===== src/rtl/core/spims_pkg.sv =====
// ----------------------------------------------------------------------------
// spims_pkg
// Shared types and constants for the SPI master byte shifter.
// ----------------------------------------------------------------------------
package spims_pkg;

    localparam int unsigned QP_W      = 16;
    localparam int unsigned APB_AW    = 3;
    localparam int unsigned APB_DW    = 32;
    localparam int unsigned S_DATA_W  = 16;
    localparam int unsigned M_DATA_W  = 16;

    localparam logic REG_IDX_MODE    = 1'b0;
    localparam logic REG_IDX_QPERIOD = 1'b1;

    typedef enum logic [2:0] {
        PH_IDLE  = 3'd0,
        PH_START = 3'd1,
        PH_BIT   = 3'd2,
        PH_WAIT  = 3'd3,
        PH_STOP  = 3'd4
    } spims_phase_t;

    typedef struct packed {
        logic [1:0]      spi_mode;
        logic [QP_W-1:0] quarter_period;
    } spims_cfg_t;

    typedef struct packed {
        spims_phase_t    phase;
        logic [QP_W-1:0] tick_count;
        logic [1:0]      quarter_index;
        logic [2:0]      bit_index;
        logic [7:0]      tx_shift;
        logic [7:0]      rx_shift;
        logic [7:0]      pending_byte;
        logic            pending_valid;
        logic            frame_ends;
        logic            sclk;
        logic            mosi;
        logic            cs_n;
    } spims_state_t;

    typedef struct packed {
        logic       action;
        logic [7:0] tx_byte;
        logic       last_byte;
        logic       miso_level;
    } spims_item_t;

    typedef struct packed {
        logic       sclk_level;
        logic       mosi_level;
        logic       cs_n_level;
        logic [7:0] rx_byte;
        logic       rx_done;
        logic       ready_res;
    } spims_result_t;

endpackage


===== src/rtl/core/spims_apb_regs.sv =====
// ----------------------------------------------------------------------------
// spims_apb_regs
// APB register file: SPI mode and quarter period.
// ----------------------------------------------------------------------------
module spims_apb_regs
    import spims_pkg::*;
(
    input  logic              clk,
    input  logic              rst_n,
    input  logic              psel,
    input  logic              penable,
    input  logic              pwrite,
    input  logic [APB_AW-1:0] paddr,
    input  logic [APB_DW-1:0] pwdata,
    output logic [APB_DW-1:0] prdata,
    output logic              pready,
    output spims_cfg_t        cfg
);

    logic [1:0]      mode_reg;
    logic [QP_W-1:0] qp_reg;
    logic            wr_en;
    logic            reg_idx;

    assign pready  = 1'b1;
    assign wr_en   = psel & penable & pwrite;
    assign reg_idx = paddr[2];

    always_ff @(posedge clk or negedge rst_n)
    begin
        if (!rst_n)
        begin
            mode_reg <= 2'd0;
            qp_reg   <= QP_W'(1);
        end
        else if (wr_en)
        begin
            unique case (reg_idx)
                REG_IDX_MODE:    mode_reg <= pwdata[1:0];
                REG_IDX_QPERIOD: qp_reg   <= pwdata[QP_W-1:0];
                default:         mode_reg <= mode_reg;
            endcase
        end
    end

    always_comb
    begin
        unique case (reg_idx)
            REG_IDX_MODE:    prdata = {{(APB_DW-2){1'b0}}, mode_reg};
            REG_IDX_QPERIOD: prdata = {{(APB_DW-QP_W){1'b0}}, qp_reg};
            default:         prdata = '0;
        endcase
    end

    assign cfg.spi_mode       = mode_reg;
    assign cfg.quarter_period = qp_reg;

endmodule


===== src/rtl/core/spims_step.sv =====
// ----------------------------------------------------------------------------
// spims_step
// Next-state and result logic for one tick of the pin timing machine.
// ----------------------------------------------------------------------------
module spims_step
    import spims_pkg::*;
(
    input  spims_state_t  state,
    input  spims_cfg_t    cfg,
    input  spims_item_t   item,
    output spims_state_t  state_next,
    output spims_result_t result
);

    logic            ready;
    logic            idle_lvl;
    logic            sample_lvl;
    logic            qdone;
    logic [QP_W:0]   tick_inc;
    logic [QP_W-1:0] tick_adv;
    logic [7:0]      rx_new;
    logic            rx_done;
    logic [7:0]      rx_out;
    spims_state_t    ns;

    assign idle_lvl   = cfg.spi_mode[1];
    assign sample_lvl = ~(cfg.spi_mode[1] ^ cfg.spi_mode[0]);
    assign tick_inc   = {1'b0, state.tick_count} + (QP_W+1)'(1);
    assign qdone      = tick_inc >= {1'b0, cfg.quarter_period};
    assign tick_adv   = qdone ? '0 : tick_inc[QP_W-1:0];
    assign rx_new     = {state.rx_shift[6:0], item.miso_level};

    always_comb
    begin
        ns      = state;
        rx_done = 1'b0;
        rx_out  = 8'd0;
        ready   = ~state.pending_valid & (state.phase != PH_STOP) & ~state.frame_ends;

        if (ready && item.action)
        begin
            ns.pending_byte  = item.tx_byte;
            ns.pending_valid = 1'b1;
            ns.frame_ends    = item.last_byte;
        end

        unique case (state.phase)
            PH_START:
            begin
                ns.tick_count = tick_adv;
                if (qdone)
                begin
                    if (state.quarter_index == 2'd0)
                    begin
                        ns.cs_n          = 1'b0;
                        ns.quarter_index = 2'd1;
                    end
                    else
                    begin
                        ns.tx_shift      = ns.pending_byte;
                        ns.pending_valid = 1'b0;
                        ns.bit_index     = 3'd0;
                        ns.quarter_index = 2'd0;
                        ns.tick_count    = '0;
                        ns.phase         = PH_BIT;
                    end
                end
            end
            PH_WAIT:
            begin
                if (ns.pending_valid)
                begin
                    ns.tx_shift      = ns.pending_byte;
                    ns.pending_valid = 1'b0;
                    ns.bit_index     = 3'd0;
                    ns.quarter_index = 2'd0;
                    ns.tick_count    = '0;
                    ns.phase         = PH_BIT;
                end
                else if (ns.frame_ends)
                begin
                    ns.phase         = PH_STOP;
                    ns.tick_count    = '0;
                    ns.quarter_index = 2'd0;
                end
            end
            PH_BIT:
            begin
                ns.tick_count = tick_adv;
                if (qdone)
                begin
                    unique case (state.quarter_index)
                        2'd0: ns.sclk = ~sample_lvl;
                        2'd1:
                        begin
                            ns.mosi     = state.tx_shift[7];
                            ns.tx_shift = {state.tx_shift[6:0], 1'b0};
                        end
                        2'd2: ns.sclk = sample_lvl;
                        default: ns.rx_shift = rx_new;
                    endcase

                    if (state.quarter_index != 2'd3)
                    begin
                        ns.quarter_index = state.quarter_index + 2'd1;
                    end
                    else if (state.bit_index != 3'd7)
                    begin
                        ns.bit_index     = state.bit_index + 3'd1;
                        ns.quarter_index = 2'd0;
                    end
                    else
                    begin
                        rx_done = 1'b1;
                        rx_out  = rx_new;
                        if (ns.pending_valid)
                        begin
                            ns.tx_shift      = ns.pending_byte;
                            ns.pending_valid = 1'b0;
                            ns.bit_index     = 3'd0;
                            ns.quarter_index = 2'd0;
                            ns.tick_count    = '0;
                        end
                        else if (ns.frame_ends)
                        begin
                            ns.phase         = PH_STOP;
                            ns.tick_count    = '0;
                            ns.quarter_index = 2'd0;
                        end
                        else
                        begin
                            ns.phase = PH_WAIT;
                        end
                    end
                end
            end
            PH_STOP:
            begin
                ns.tick_count = tick_adv;
                if (qdone)
                begin
                    unique case (state.quarter_index)
                        2'd0:    ns.sclk = idle_lvl;
                        2'd1:    ns.mosi = 1'b1;
                        2'd2:    ns.cs_n = 1'b1;
                        default: ns.cs_n = state.cs_n;
                    endcase

                    if (state.quarter_index != 2'd3)
                    begin
                        ns.quarter_index = state.quarter_index + 2'd1;
                    end
                    else
                    begin
                        ns.phase         = PH_IDLE;
                        ns.quarter_index = 2'd0;
                        ns.frame_ends    = 1'b0;
                    end
                end
            end
            default:
            begin
                // idle, and any unknown code
                ns.sclk  = idle_lvl;
                ns.phase = PH_IDLE;
                if (ns.pending_valid)
                begin
                    ns.phase         = PH_START;
                    ns.tick_count    = '0;
                    ns.quarter_index = 2'd0;
                end
            end
        endcase
    end

    assign state_next        = ns;
    assign result.sclk_level = ns.sclk;
    assign result.mosi_level = ns.mosi;
    assign result.cs_n_level = ns.cs_n;
    assign result.rx_byte    = rx_out;
    assign result.rx_done    = rx_done;
    assign result.ready_res  = ready;

endmodule


===== src/rtl/core/spi_master_byte_shifter.sv =====
// ----------------------------------------------------------------------------
// spi_master_byte_shifter
// SPI master, modes 0 to 3; one input item per tick, one result item per item.
// ----------------------------------------------------------------------------
//  channel   dir   handshake              payload
//  s_*       in    s_tvalid / s_tready    tdata {miso, tx_byte}, tuser action,
//                                         tlast last_byte
//  m_*       out   m_tvalid / m_tready    tdata {ready, rx_byte, cs_n, mosi, sclk},
//                                         tuser rx_done
//  apb       in    psel & penable         spi_mode @0x0, quarter_period @0x4
//
//  One item per cycle unless m_tready stalls; path: input register, then
//  step logic into the result register. State advances when an item moves
//  into the result register. Reset: idle, SCLK low, MOSI and CS_N high.
//  A stalled master side holds the result; an empty input register fills.
// ----------------------------------------------------------------------------
module spi_master_byte_shifter
    import spims_pkg::*;
(
    input  logic                clk,
    input  logic                rst_n,

    input  logic                s_tvalid,
    output logic                s_tready,
    input  logic [S_DATA_W-1:0] s_tdata,   // [7:0] tx_byte, [8] miso_level
    input  logic                s_tuser,   // [0] action
    input  logic                s_tlast,

    output logic                m_tvalid,
    input  logic                m_tready,
    output logic [M_DATA_W-1:0] m_tdata,   // [0] sclk, [1] mosi, [2] cs_n,
                                           // [10:3] rx_byte, [11] ready_res
    output logic                m_tuser,   // [0] rx_done

    input  logic                psel,
    input  logic                penable,
    input  logic                pwrite,
    input  logic [APB_AW-1:0]   paddr,
    input  logic [APB_DW-1:0]   pwdata,
    output logic [APB_DW-1:0]   prdata,
    output logic                pready
);

    spims_cfg_t    cfg;
    spims_item_t   item_reg;
    logic          in_valid_reg;
    spims_state_t  state_reg;
    spims_state_t  state_next;
    spims_result_t res_next;
    spims_result_t res_reg;
    logic          out_valid_reg;
    logic          advance;

    spims_apb_regs u_regs (
        .clk     (clk),
        .rst_n   (rst_n),
        .psel    (psel),
        .penable (penable),
        .pwrite  (pwrite),
        .paddr   (paddr),
        .pwdata  (pwdata),
        .prdata  (prdata),
        .pready  (pready),
        .cfg     (cfg)
    );

    spims_step u_step (
        .state      (state_reg),
        .cfg        (cfg),
        .item       (item_reg),
        .state_next (state_next),
        .result     (res_next)
    );

    assign advance  = in_valid_reg & (~out_valid_reg | m_tready);
    assign s_tready = ~in_valid_reg | advance;

    always_ff @(posedge clk or negedge rst_n)
    begin
        if (!rst_n)
        begin
            in_valid_reg  <= 1'b0;
            out_valid_reg <= 1'b0;
            state_reg     <= '{phase: PH_IDLE, tick_count: '0, quarter_index: 2'd0,
                               bit_index: 3'd0, tx_shift: 8'd0, rx_shift: 8'd0,
                               pending_byte: 8'd0, pending_valid: 1'b0,
                               frame_ends: 1'b0, sclk: 1'b0, mosi: 1'b1,
                               cs_n: 1'b1};
        end
        else
        begin
            if (s_tready)
            begin
                in_valid_reg <= s_tvalid;
            end
            if (advance)
            begin
                state_reg     <= state_next;
                out_valid_reg <= 1'b1;
            end
            else if (m_tready)
            begin
                out_valid_reg <= 1'b0;
            end
        end
    end

    always_ff @(posedge clk)
    begin
        if (s_tready && s_tvalid)
        begin
            item_reg.action     <= s_tuser;
            item_reg.tx_byte    <= s_tdata[7:0];
            item_reg.last_byte  <= s_tlast;
            item_reg.miso_level <= s_tdata[8];
        end
        if (advance)
        begin
            res_reg <= res_next;
        end
    end

    assign m_tvalid = out_valid_reg;
    assign m_tuser  = res_reg.rx_done;
    assign m_tdata  = {{(M_DATA_W-12){1'b0}}, res_reg.ready_res, res_reg.rx_byte,
                       res_reg.cs_n_level, res_reg.mosi_level, res_reg.sclk_level};

    a_idle_cs_high : assert property (@(posedge clk) disable iff (!rst_n)
        state_reg.phase == PH_IDLE |-> state_reg.cs_n)
        else $error("chip select low while idle");

    a_stop_marked : assert property (@(posedge clk) disable iff (!rst_n)
        state_reg.phase == PH_STOP |-> state_reg.frame_ends)
        else $error("stop sequence without frame end mark");

    a_rx_done_cs : assert property (@(posedge clk) disable iff (!rst_n)
        advance && res_next.rx_done |=> !m_tdata[2])
        else $error("byte completed with chip select high");

    a_rx_zero : assert property (@(posedge clk) disable iff (!rst_n)
        advance && !res_next.rx_done |=> m_tdata[10:3] == 8'd0)
        else $error("receive byte nonzero without done flag");

endmodule

===== config.mk =====
export PLATFORM = sky130hd
export DESIGN_NAME = spi_master_byte_shifter
export DESIGN_NICKNAME = d
export VERILOG_FILES = /design/src/rtl/core/spims_pkg.sv /design/src/rtl/core/spims_apb_regs.sv /design/src/rtl/core/spims_step.sv /design/src/rtl/core/spi_master_byte_shifter.sv
export SDC_FILE = /design/constraint.sdc
export NUM_CORES = 1
export LEC_CHECK = 0
export ABC_AREA = 1
export BUFFER_PORTS_ARGS = -buffer_cell sky130_fd_sc_hd__buf_2
export CAP_MARGIN = 20
export CORE_MARGIN = 4
export CORE_UTILIZATION = 46
export CTS_BUF_LIST = sky130_fd_sc_hd__clkbuf_8
export DETAILED_ROUTE_END_ITERATION = 10
export GPL_TIMING_DRIVEN = 1
export PLACE_DENSITY = 0.77
export SLEW_MARGIN = 30
export SYNTH_ARGS = -nofsm -noshare
export SYNTH_HDL_FRONTEND = slang
export SYNTH_SLANG_ARGS = --single-unit

===== constraint.sdc =====
create_clock -name clk -period 3.35 [get_ports clk]
set_clock_uncertainty 0.15 [all_clocks]
set_input_delay 0.335 -clock clk [delete_from_list [all_inputs] [get_ports clk]]
set_output_delay 0.335 -clock clk [all_outputs]
set_load 0.005 [all_outputs]

==> results of run 1 <==
==> final timing paths <==
| path | start | endpoint | slack, ps |
|---|---|---|---|
| setup / recovery | state_reg[36] | state_reg[52] | -140 |
| hold / removal | s_tvalid | in_valid_reg | 20 |
| setup reg to reg | state_reg[36] | state_reg[52] | -140 |
| hold reg to reg | state_reg[1] | state_reg[1] | 320 |
| max in group asynchronous | rst_n | state_reg[12] | 1930 |
| min in group asynchronous | rst_n | state_reg[13] | 430 |
==> metal layers <==
metal / part of all wire (%) / track usage [%]
met4: 1.4 / 5.348
met1: 43 / 23.72
met3: 5.5 / 3.876
met5: 0 / 0
met2: 50 / 28.72
==> logic make-up (layout without fill, tap and decap cells) <==
group	after synthesis	after routing
buffers and inverters	167	262
and+or+nand+nor	321	324
DFF	96	96
adders and majority gates	24	24
AOI/OAI and AO/OA	106	106
other	2	21
xor gates and xnor gates	13	13
==> power groups by stage <==
stage               combinational, W  clock [W]  sequential (W)
finish                       0.00105   0.000795         0.00150
global route                 0.00119   0.000858         0.00152
CTS                         0.000924   0.000809         0.00150
detailed placement          0.000901          0         0.00152
global placement            0.000877          0         0.00151
floorplan                   0.000651          0         0.00150
==> synth_stat cells, drive strengths merged <==
cell type    n  area, µm²
buf         28      205.2
o211ai       2      15.01
and3         2      12.51
xnor2        1      8.760
o21a         3      22.52
dfrtp       69       1727
conb         2      7.510
dfstp        3      78.83
nor2        65      264.0
xor2        12      105.1
edfxtp      24      720.7
ha          24      300.3
nand2      191      739.5
nor3        12      70.07
nand3       45      230.2
o21ai       68      344.1
o221ai       1      15.01
nand3b       1      7.510
clkbuf       9      33.78
a31oi        1      6.260
and2         1      6.260
nand4        2      12.51
a21oi       27      135.1
or2          2      12.52
o22ai        3      18.77
inv        130      493.0
a21boi       1      7.510
==> worst max-delay path, delay by kind of cell (launching register included) <==
family / cells / cell delay (ps)
XOR/XNOR: 1 / 200
AND/OR/NAND/NOR: 19 / 2030
adder cells (fa/ha/maj): 1 / 290
flip-flops: 1 / 400
buffers and inverters: 3 / 330
==> stage by stage <==
step                cells  instance area [µm²]  worst slack (ps)
CTS                   976                 6529            0.7940
detailed placement    945                 6131            -169.9
global route          993                 7097            -411.2
finish                993                 7097            -135.9
global placement      945                 6131            -145.0
floorplan             748                 5670             188.8
==> what timing repair did <==
item,4_1_cts,5_1_grt
setup endpoints to repair,45,56
hold buffers,12,0
setup buffers,2,14
resized for setup,13,104
endpoints found under the hold margin,40,0
gates cloned,1,3
pin swaps,3,38
==> cell type report <==
| type | count | share of cell area, % |
|---|---|---|
| flip-flops and latches | 96 | 35.60 |
| inverters | 130 | 7.158 |
| well taps | 147 | 2.592 |
| clock inverters | 6 | 0.9344 |
| repair buffers | 116 | 11.44 |
| clock buffers | 10 | 1.939 |
| multi-input cells | 488 | 40.34 |
==> impl_metrics.env, run 1 <==
export IMPL_whs_ps=20.27
export IMPL_grt_pass1_wl_mm=20.35
export IMPL_p_leak_nw=3.755
export IMPL_fillers=991
export IMPL_cts_buffer_depth=2
export IMPL_antennaDiodeCount=0
export IMPL_critPathMostFrequentCell="nor2_2"
export IMPL_antenna_found_initial=0
export IMPL_wl_mm=13.34
export IMPL_p_per_area_nw_per_um2=470.7
export IMPL_critPathMaxFanout=7
export IMPL_rr_worst_depth=24
export IMPL_multi_input_area_um2=2863
export IMPL_max_cap_viol_count=0
export IMPL_port_buffers=65
export IMPL_cpPeakStageDelay_ps=400
export IMPL_startpoint_type="register"
export IMPL_critPathKind="reg -> reg"
export IMPL_hold_depth=3
export IMPL_core_area_um2=11960
export IMPL_finalSetupTns_ps=-2968
export IMPL_yosys_warnings=0
export IMPL_drc=0
export IMPL_seq_power_share_pct=44.9
export IMPL_drv_slew=0
export IMPL_finalPower_w=0.003340
export IMPL_largest_reg_flops=52
export IMPL_synth_top_family_by_area="simple AND/OR/NAND/NOR gates"
export IMPL_fp_row_count=40
export IMPL_fin_ws_ps=-135.9
export IMPL_drive_gt1_share_pct=27.07
export IMPL_period_minus_slack_ps=3486
export IMPL_hold_viol=0
export IMPL_syn_to_final_growth_pct=26.75
export IMPL_seqCellArea_um2=2526
export IMPL_drtIter0Drc=398
export IMPL_vias=4961
export IMPL_routedWlPerCell_um=13.44
export IMPL_grt_max_degree=35
export IMPL_die_w_um=118.3
export IMPL_power_frac_comb_pct=31.3
export IMPL_status="finished with violations"
export IMPL_netlist_instances=729
export IMPL_synthSimpleGateAreaFrac_pct=24.20
export IMPL_finalSetupViolCount=44
export IMPL_ir_drop_mv=0.2335
export IMPL_hp_class="in -> reg"
export IMPL_worstSkewPairLatency_ps=390
export IMPL_vias_per_cell=4.996
export IMPL_start_util_pct=46.81
export IMPL_worstPathRequired_ps=3510
export IMPL_synthAdderAreaFrac_pct=5.363
export IMPL_synth_xor_area_share_pct=2.034
export IMPL_dp_hpwl_mm=8.614
export IMPL_pwr_share_clk_pct=23.8
export IMPL_cts_tree="yes"
export IMPL_clk_pin_slew_ps=100
export IMPL_firstDrtPassIters=5
export IMPL_synth_compound_area_share_pct=10.08
export IMPL_clock_fmax_mhz=286.9
export IMPL_violations="setup timing"
export IMPL_die_area_um2=14000
export IMPL_die_h_um=118.3
export IMPL_sw_frac_of_total_pct=36.00
export IMPL_antenna_left=0
export IMPL_synthMuxAreaShare_pct=0
export IMPL_cts_root_buf="clkbuf_8"
export IMPL_synth_area_um2=5599
export IMPL_power_switching_w=0.001202
export IMPL_overflow=0
export IMPL_numCtsBuffers=9
export IMPL_final_cell_mix="nand2_1 (166), inv_1 (114), dfrtp_1 (69), buf_2 (66), nor2_1 (42)"
export IMPL_timing_slew_headroom_pct=36.90
export IMPL_grt_util_all_layers_pct=17.68
export IMPL_yosysUniqueCellTypes=40
export IMPL_nets=925
export IMPL_p_int_w=0.002138
export IMPL_ys_seq_elements=96
export IMPL_mostFrequentLayoutCell="nand2_1"
export IMPL_endpoint_kind="register"
export IMPL_cts_sinks=96
export IMPL_pin_count=112
export IMPL_place_gp_congestion=0.8999
export IMPL_ys_seq_area_share_pct=45.12
export IMPL_final_core_util_pct=59.33
export IMPL_grt_pass1_vias=4481
export IMPL_cpMaxStageDelayCell="dfrtp_1"
export IMPL_synth_area_per_cell_um2=7.681
export IMPL_cts_max_level=3
export IMPL_rsz0062_at_grt="yes"
export IMPL_cp_arrival_ps=3650
export IMPL_path_cells="nand3_2, nor2_4, nand2_2, nor3_2, nand2_1, nor2_2, nand3_2, xor2_1, inv_1, ha_4, nand2_2, inv_2, nand2_4, nor2_2, nand3_1, nand3_2, nor2_4, buf_6, nand2_8, nor2_2, nand3b_1, nor2_2, nand2_1, nand2_1"
export IMPL_fin_crit_sh_pct=104.1
export IMPL_worst_pin_slew_ps=944.1
(Power assumes the default switching activity.)
==> run 2, diff against run 1 <==
- TNS_END_PERCENT: default -> 1
==> impl_metrics.env, run 2 (synthesized netlist as in run 1, its figures left out) <==
export IMPL_status="finished with violations"
export IMPL_violations="setup timing"
export IMPL_place_gp_congestion=0.8999
export IMPL_grt_pass1_wl_mm=20.33
export IMPL_rr_worst_depth=24
export IMPL_timing_slew_headroom_pct=37.73
export IMPL_cts_root_buf="clkbuf_8"
export IMPL_fin_ws_ps=-221.3
export IMPL_path_cells="nand3_2, nor2_4, nand2_2, nor3_2, nand2_1, nor2_2, nand3_2, xor2_1, inv_1, ha_4, nand2_2, inv_2, nand2_4, nor2_1, nand3_1, nand3_2, nor2_4, buf_4, nand2_8, nor2_2, nand3b_1, nor2_2, nand2_1, nand2_1"
export IMPL_period_minus_slack_ps=3571
export IMPL_grt_max_degree=35
export IMPL_r2r_end="state_reg[52]"
export IMPL_finalPower_w=0.003255
export IMPL_rrSetupSlack_ps=-220
export IMPL_cts_sinks=96
export IMPL_hold_path_endpoint="in_valid_reg"
export IMPL_die_w_um=118.3
export IMPL_final_core_util_pct=56.63
export IMPL_grt_util_all_layers_pct=17.67
export IMPL_vias_per_cell=4.918
export IMPL_mostFrequentLayoutCell="nand2_1"
export IMPL_worstReg2RegStart="state_reg[36]"
export IMPL_antenna_found_initial=0
export IMPL_p_per_area_nw_per_um2=480.5
export IMPL_endpoint_kind="register"
export IMPL_p_leak_nw=3.507
export IMPL_hold_start="s_tvalid"
export IMPL_cts_buffer_depth=2
export IMPL_drv_slew=0
export IMPL_fillers=1070
export IMPL_largest_reg_flops=52
export IMPL_worstPathRequired_ps=3510
export IMPL_die_area_um2=14000
export IMPL_start_util_pct=46.81
export IMPL_ir_drop_mv=0.2332
export IMPL_worstSkewPairLatency_ps=380
export IMPL_cpMaxStageDelayCell="dfrtp_1"
export IMPL_vias=4834
export IMPL_syn_to_final_growth_pct=20.98
export IMPL_placed_cells=945
export IMPL_startpoint_type="register"
export IMPL_antennaDiodeCount=0
export IMPL_numCtsBuffers=9
export IMPL_clock_fmax_mhz=280.0
export IMPL_critPathKind="reg -> reg"
export IMPL_cts_max_level=3
export IMPL_core_area_um2=11960
export IMPL_finalSetupViolCount=55
export IMPL_antenna_left=0
export IMPL_clk_pin_slew_ps=100
export IMPL_hold_viol=0
export IMPL_max_cap_viol_count=0
export IMPL_dp_hpwl_mm=8.614
export IMPL_fp_row_count=40
export IMPL_cts_tree="yes"
export IMPL_drive_gt1_share_pct=21.89
export IMPL_whs_ps=23.00
export IMPL_cp_arrival_ps=3730
export IMPL_port_buffers=65
export IMPL_die_h_um=118.3
export IMPL_grt_pass1_vias=4480
export IMPL_worst_pin_slew_ps=931.8
export IMPL_hp_class="in -> reg"
export IMPL_fin_crit_sh_pct=106.6
export IMPL_pin_count=112
export IMPL_nets=915
export IMPL_wl_mm=12.45
export IMPL_final_cell_mix="nand2_1 (178), inv_1 (114), dfrtp_1 (69), buf_2 (65), nor2_1 (44)"
export IMPL_hold_depth=3
export IMPL_cpPeakStageDelay_ps=400
export IMPL_routedWlPerCell_um=12.67
export IMPL_critPathMaxFanout=7
export IMPL_overflow=0
export IMPL_drtIter0Drc=376
export IMPL_drc=0
export IMPL_rsz0062_at_grt="yes"
export IMPL_firstDrtPassIters=5
export IMPL_dp_slack_ps=-169.9
export IMPL_stdcell_count=983
run 2: changes by cell type in the layout (fill, tap and decap cells not counted), moves of 5 or more:
cell     change
buf_6        -5
nor2_4       -5
nand2_2      -5
nand3_2     -12
o21ai_2      -7
nand3_1     +12
nand2_1     +12
nand2_4      -8
o21ai_1      +6
run 2: critical path, delay by kind of cell (launching register included):
family	cells	cell delay (ps)
fa+ha+maj	1	280
xor+xnor	1	180
simple gates	19	2130
flops	1	400
buf+inv	3	360
run 2: what timing repair did:
| item | CTS | global route |
|---|---|---|
| cloned | 1 | 0 |
| buffers inserted | 2 | 7 |
| endpoints found under the setup margin | 45 | 56 |
| pin swaps | 2 | 22 |
| hold endpoints to repair | 40 | 0 |
| hold buffers | 12 | 0 |
| gates resized for setup | 11 | 45 |
run 2: per-layer routing:
metal	global-route usage, %	vias up	part of all wire [%]
li1	-	2450	-
met1	23.69	2240	44
met2	28.69	129	49
met3	3.876	15	5.7
met4	5.421	0	1.3
met5	0	-	0
run 2: how the worst max path moves through the flow:
stage             startpoint       endpoint  slack [ps]  cells past startpoint
2_1_floorplan  state_reg[34]     m_tdata[1]         190                     22
3_3_place_gp   state_reg[35]  state_reg[31]        -150                     23
3_5_place_dp   state_reg[35]  state_reg[31]        -170                     23
4_1_cts        state_reg[35]  state_reg[23]          -4                     22
5_1_grt        state_reg[35]  state_reg[51]        -460                     24
6_report       state_reg[36]  state_reg[52]        -220                     24
run 2: final cells by class:
class | instances | area [µm²] | area share (%)
Timing Repair Buffer | 108 | 723.2 | 10.68
Inverter | 130 | 500.5 | 7.388
Tap cell | 147 | 183.9 | 2.715
Multi-Input combinational cell | 486 | 2636 | 38.92
Sequential cell | 96 | 2526 | 37.29
Clock buffer | 10 | 137.6 | 2.032
Clock inverter | 6 | 66.31 | 0.9789
run 2: where the power goes:
part / internal, W / leakage [nW] / switching, W
Combinational: 0.000340 / 2.25 / 0.000624
Sequential: 0.00140 / 1.15 / 0.0000993
Clock: 0.000369 / 0.103 / 0.000424
Total: 0.00211 / 3.51 / 0.00115
run 2: stage by stage:
stage | cell area, µm² | TNS [ps]
after detailed placement | 6131 | -4782
after floorplan | 5670 | 0
after global routing | 6774 | -17190
after CTS | 6521 | -3.973
final | 6774 | -4320
after global placement | 6131 | -3773
==> run 3, diff against run 2 <==
- CORE_MARGIN: 4 -> default
- SLEW_MARGIN: 30 -> default
==> impl_metrics.env, run 3 (synthesized netlist as in run 1, its figures left out) <==
export IMPL_status="finished with violations"
export IMPL_violations="DRC, setup timing"
export IMPL_routedWlPerCell_um=11.98
export IMPL_placed_cell_area_um2=6156
export IMPL_fin_crit_sh_pct=103.6
export IMPL_cts_max_level=3
export IMPL_final_area_um2=6730
export IMPL_worst_pin_slew_ps=923.3
export IMPL_grt_pass1_vias=4376
export IMPL_p_per_area_nw_per_um2=483.6
export IMPL_max_cap_viol_count=0
export IMPL_cp_num_buf_inv=5
export IMPL_path_cells="nand3_2, nor2_4, nand2_1, nor3_2, nand2_1, nor2_2, nand3_1, xor2_1, inv_1, ha_4, nand2_2, inv_2, nand2_4, nor3_2, and2_1, nand2_1, nand2_4, buf_6, inv_1, buf_4, o21ai_0, a31oi_1"
export IMPL_cpMaxStageDelayCell="dfrtp_1"
export IMPL_grt_pass1_wl_mm=19.63
export IMPL_vias=4820
export IMPL_mostFrequentLayoutCell="nand2_1"
export IMPL_port_buffers=65
export IMPL_worstSkewPairLatency_ps=380
export IMPL_power_frac_comb_pct=31.3
export IMPL_endpoint_kind="register"
export IMPL_hold_viol=0
export IMPL_placed_cells=945
export IMPL_final_cell_mix="nand2_1 (179), inv_1 (114), dfrtp_1 (69), buf_2 (65), nor2_1 (43)"
export IMPL_cts_root_buf="clkbuf_8"
export IMPL_p_leak_nw=3.519
export IMPL_core_area_um2=11660
export IMPL_numCtsBuffers=9
export IMPL_start_util_pct=48.01
export IMPL_antenna_found_initial=0
export IMPL_grt_max_degree=73
export IMPL_cts_buffer_depth=2
export IMPL_fp_row_count=39
export IMPL_antennaDiodeCount=0
export IMPL_period_minus_slack_ps=3471
export IMPL_cp_top_family="simple AND/OR/NAND/NOR gates"
export IMPL_pin_count=112
export IMPL_clock_fmax_mhz=288.1
export IMPL_critPathMaxFanout=5
export IMPL_place_gp_congestion=0.8905
export IMPL_finalPower_w=0.003254
export IMPL_cts_tree="yes"
export IMPL_seq_power_share_pct=46.0
export IMPL_die_h_um=112.3
export IMPL_drive_gt1_share_pct=22.55
export IMPL_timing_slew_headroom_pct=38.44
export IMPL_ir_drop_mv=0.3021
export IMPL_firstDrtPassIters=10
export IMPL_stdcell_count=981
export IMPL_hp_class="in -> async"
export IMPL_die_w_um=112.3
export IMPL_cpPeakStageDelay_ps=400
export IMPL_worstPathRequired_ps=3440
export IMPL_nets=917
export IMPL_startpoint_type="register"
export IMPL_critPathMostFrequentCell="nand2_1"
export IMPL_sw_frac_of_total_pct=35.32
export IMPL_overflow=0
export IMPL_wl_mm=11.75
export IMPL_power_switching_w=0.001150
export IMPL_die_area_um2=12620
export IMPL_fin_ws_ps=-120.6
export IMPL_finalSetupViolCount=4
export IMPL_rsz0062_at_grt="yes"
export IMPL_pwr_share_clk_pct=22.8
export IMPL_p_int_w=0.002105
export IMPL_cts_sinks=96
export IMPL_grt_util_all_layers_pct=19.60
export IMPL_drv_slew=0
export IMPL_critPathKind="reg -> reg"
export IMPL_antenna_left=0
export IMPL_drtIter0Drc=354
export IMPL_cp_arrival_ps=3560
export IMPL_dp_hpwl_mm=8.184
export IMPL_clk_pin_slew_ps=90
export IMPL_syn_to_final_growth_pct=20.20
export IMPL_largest_reg_flops=52
export IMPL_drc=4
export IMPL_vias_per_cell=4.913
run 3: changes by cell type in the layout (fill, tap and decap cells not counted), moves of 2 or more:
cell	previous run	this run
o21ai_2	0	2
inv_6	3	0
buf_4	26	30
nor2_2	15	17
nand3_2	5	3
nor3_2	4	7
clkinv_1	0	2
nand2_8	4	0
nand2_4	2	4
nor3_1	7	5
run 3: area by class of cell:
| cell class | count | area (µm²) |
|---|---|---|
| flip-flops and latches | 96 | 2526 |
| well taps | 143 | 178.9 |
| repair buffers | 111 | 743.2 |
| clock inverters | 7 | 62.56 |
| inverters | 130 | 495.5 |
| multi-input cells | 485 | 2600 |
| fillers | 1045 | 4932 |
| clock buffers | 9 | 123.9 |
run 3: per-stage QoR:
stage	TNS [ps]	hold WS, ps	util (%)	worst slack (ps)
4_1_cts	0	3.936	55.77	10.07
3_3_place_gp	-145.0	309.0	52.78	-74.92
6_report	-140.1	21.10	57.71	-120.6
2_1_floorplan	0	-110.6	-	188.8
3_5_place_dp	-2081	316.8	52.78	-220.7
5_1_grt	-7490	39.78	57.71	-294.0
run 3: power by group through the flow:
stage                     logic, W  registers (W)  clock network, W
final                      0.00102        0.00150          0.000741
after global routing       0.00116        0.00152          0.000806
after CTS                 0.000949        0.00149          0.000758
after detailed placement  0.000925        0.00152                 0
after global placement    0.000899        0.00151                 0
after floorplan           0.000651        0.00150                 0
run 3: repair_timing:
| action | 4_1_cts | 5_1_grt |
|---|---|---|
| hold endpoints to repair | 11 | 0 |
| hold buffers | 11 | 0 |
| pin swaps | 6 | 12 |
| setup buffers | 0 | 9 |
| gates resized for setup | 14 | 40 |
| gates cloned | 0 | 0 |
| endpoints found under the setup margin | 45 | 56 |
run 3: final timing paths:
path | start | endpoint | slack, ps | cells past startpoint
worst min register to register | state_reg[1] | state_reg[1] | 330 | 2
max in group asynchronous | rst_n | state_reg[6] | 2420 | 2
worst max register to register | state_reg[34] | state_reg[4] | -120 | 22
worst max-delay path | state_reg[34] | state_reg[4] | -120 | 22
min in group clk | s_tvalid | in_valid_reg | 20 | 3
worst min-delay path | rst_n | state_reg[16] | 20 | 2
run 3: routing by layer:
| layer | track usage (%) | vias up | part of all wire, % |
|---|---|---|---|
| li1 | - | 2457 | - |
| met1 | 26.36 | 2228 | 48 |
| met2 | 30.60 | 116 | 46 |
| met3 | 5.076 | 19 | 5.2 |
| met4 | 7.200 | 0 | 1.7 |
| met5 | 0 | - | 0 |
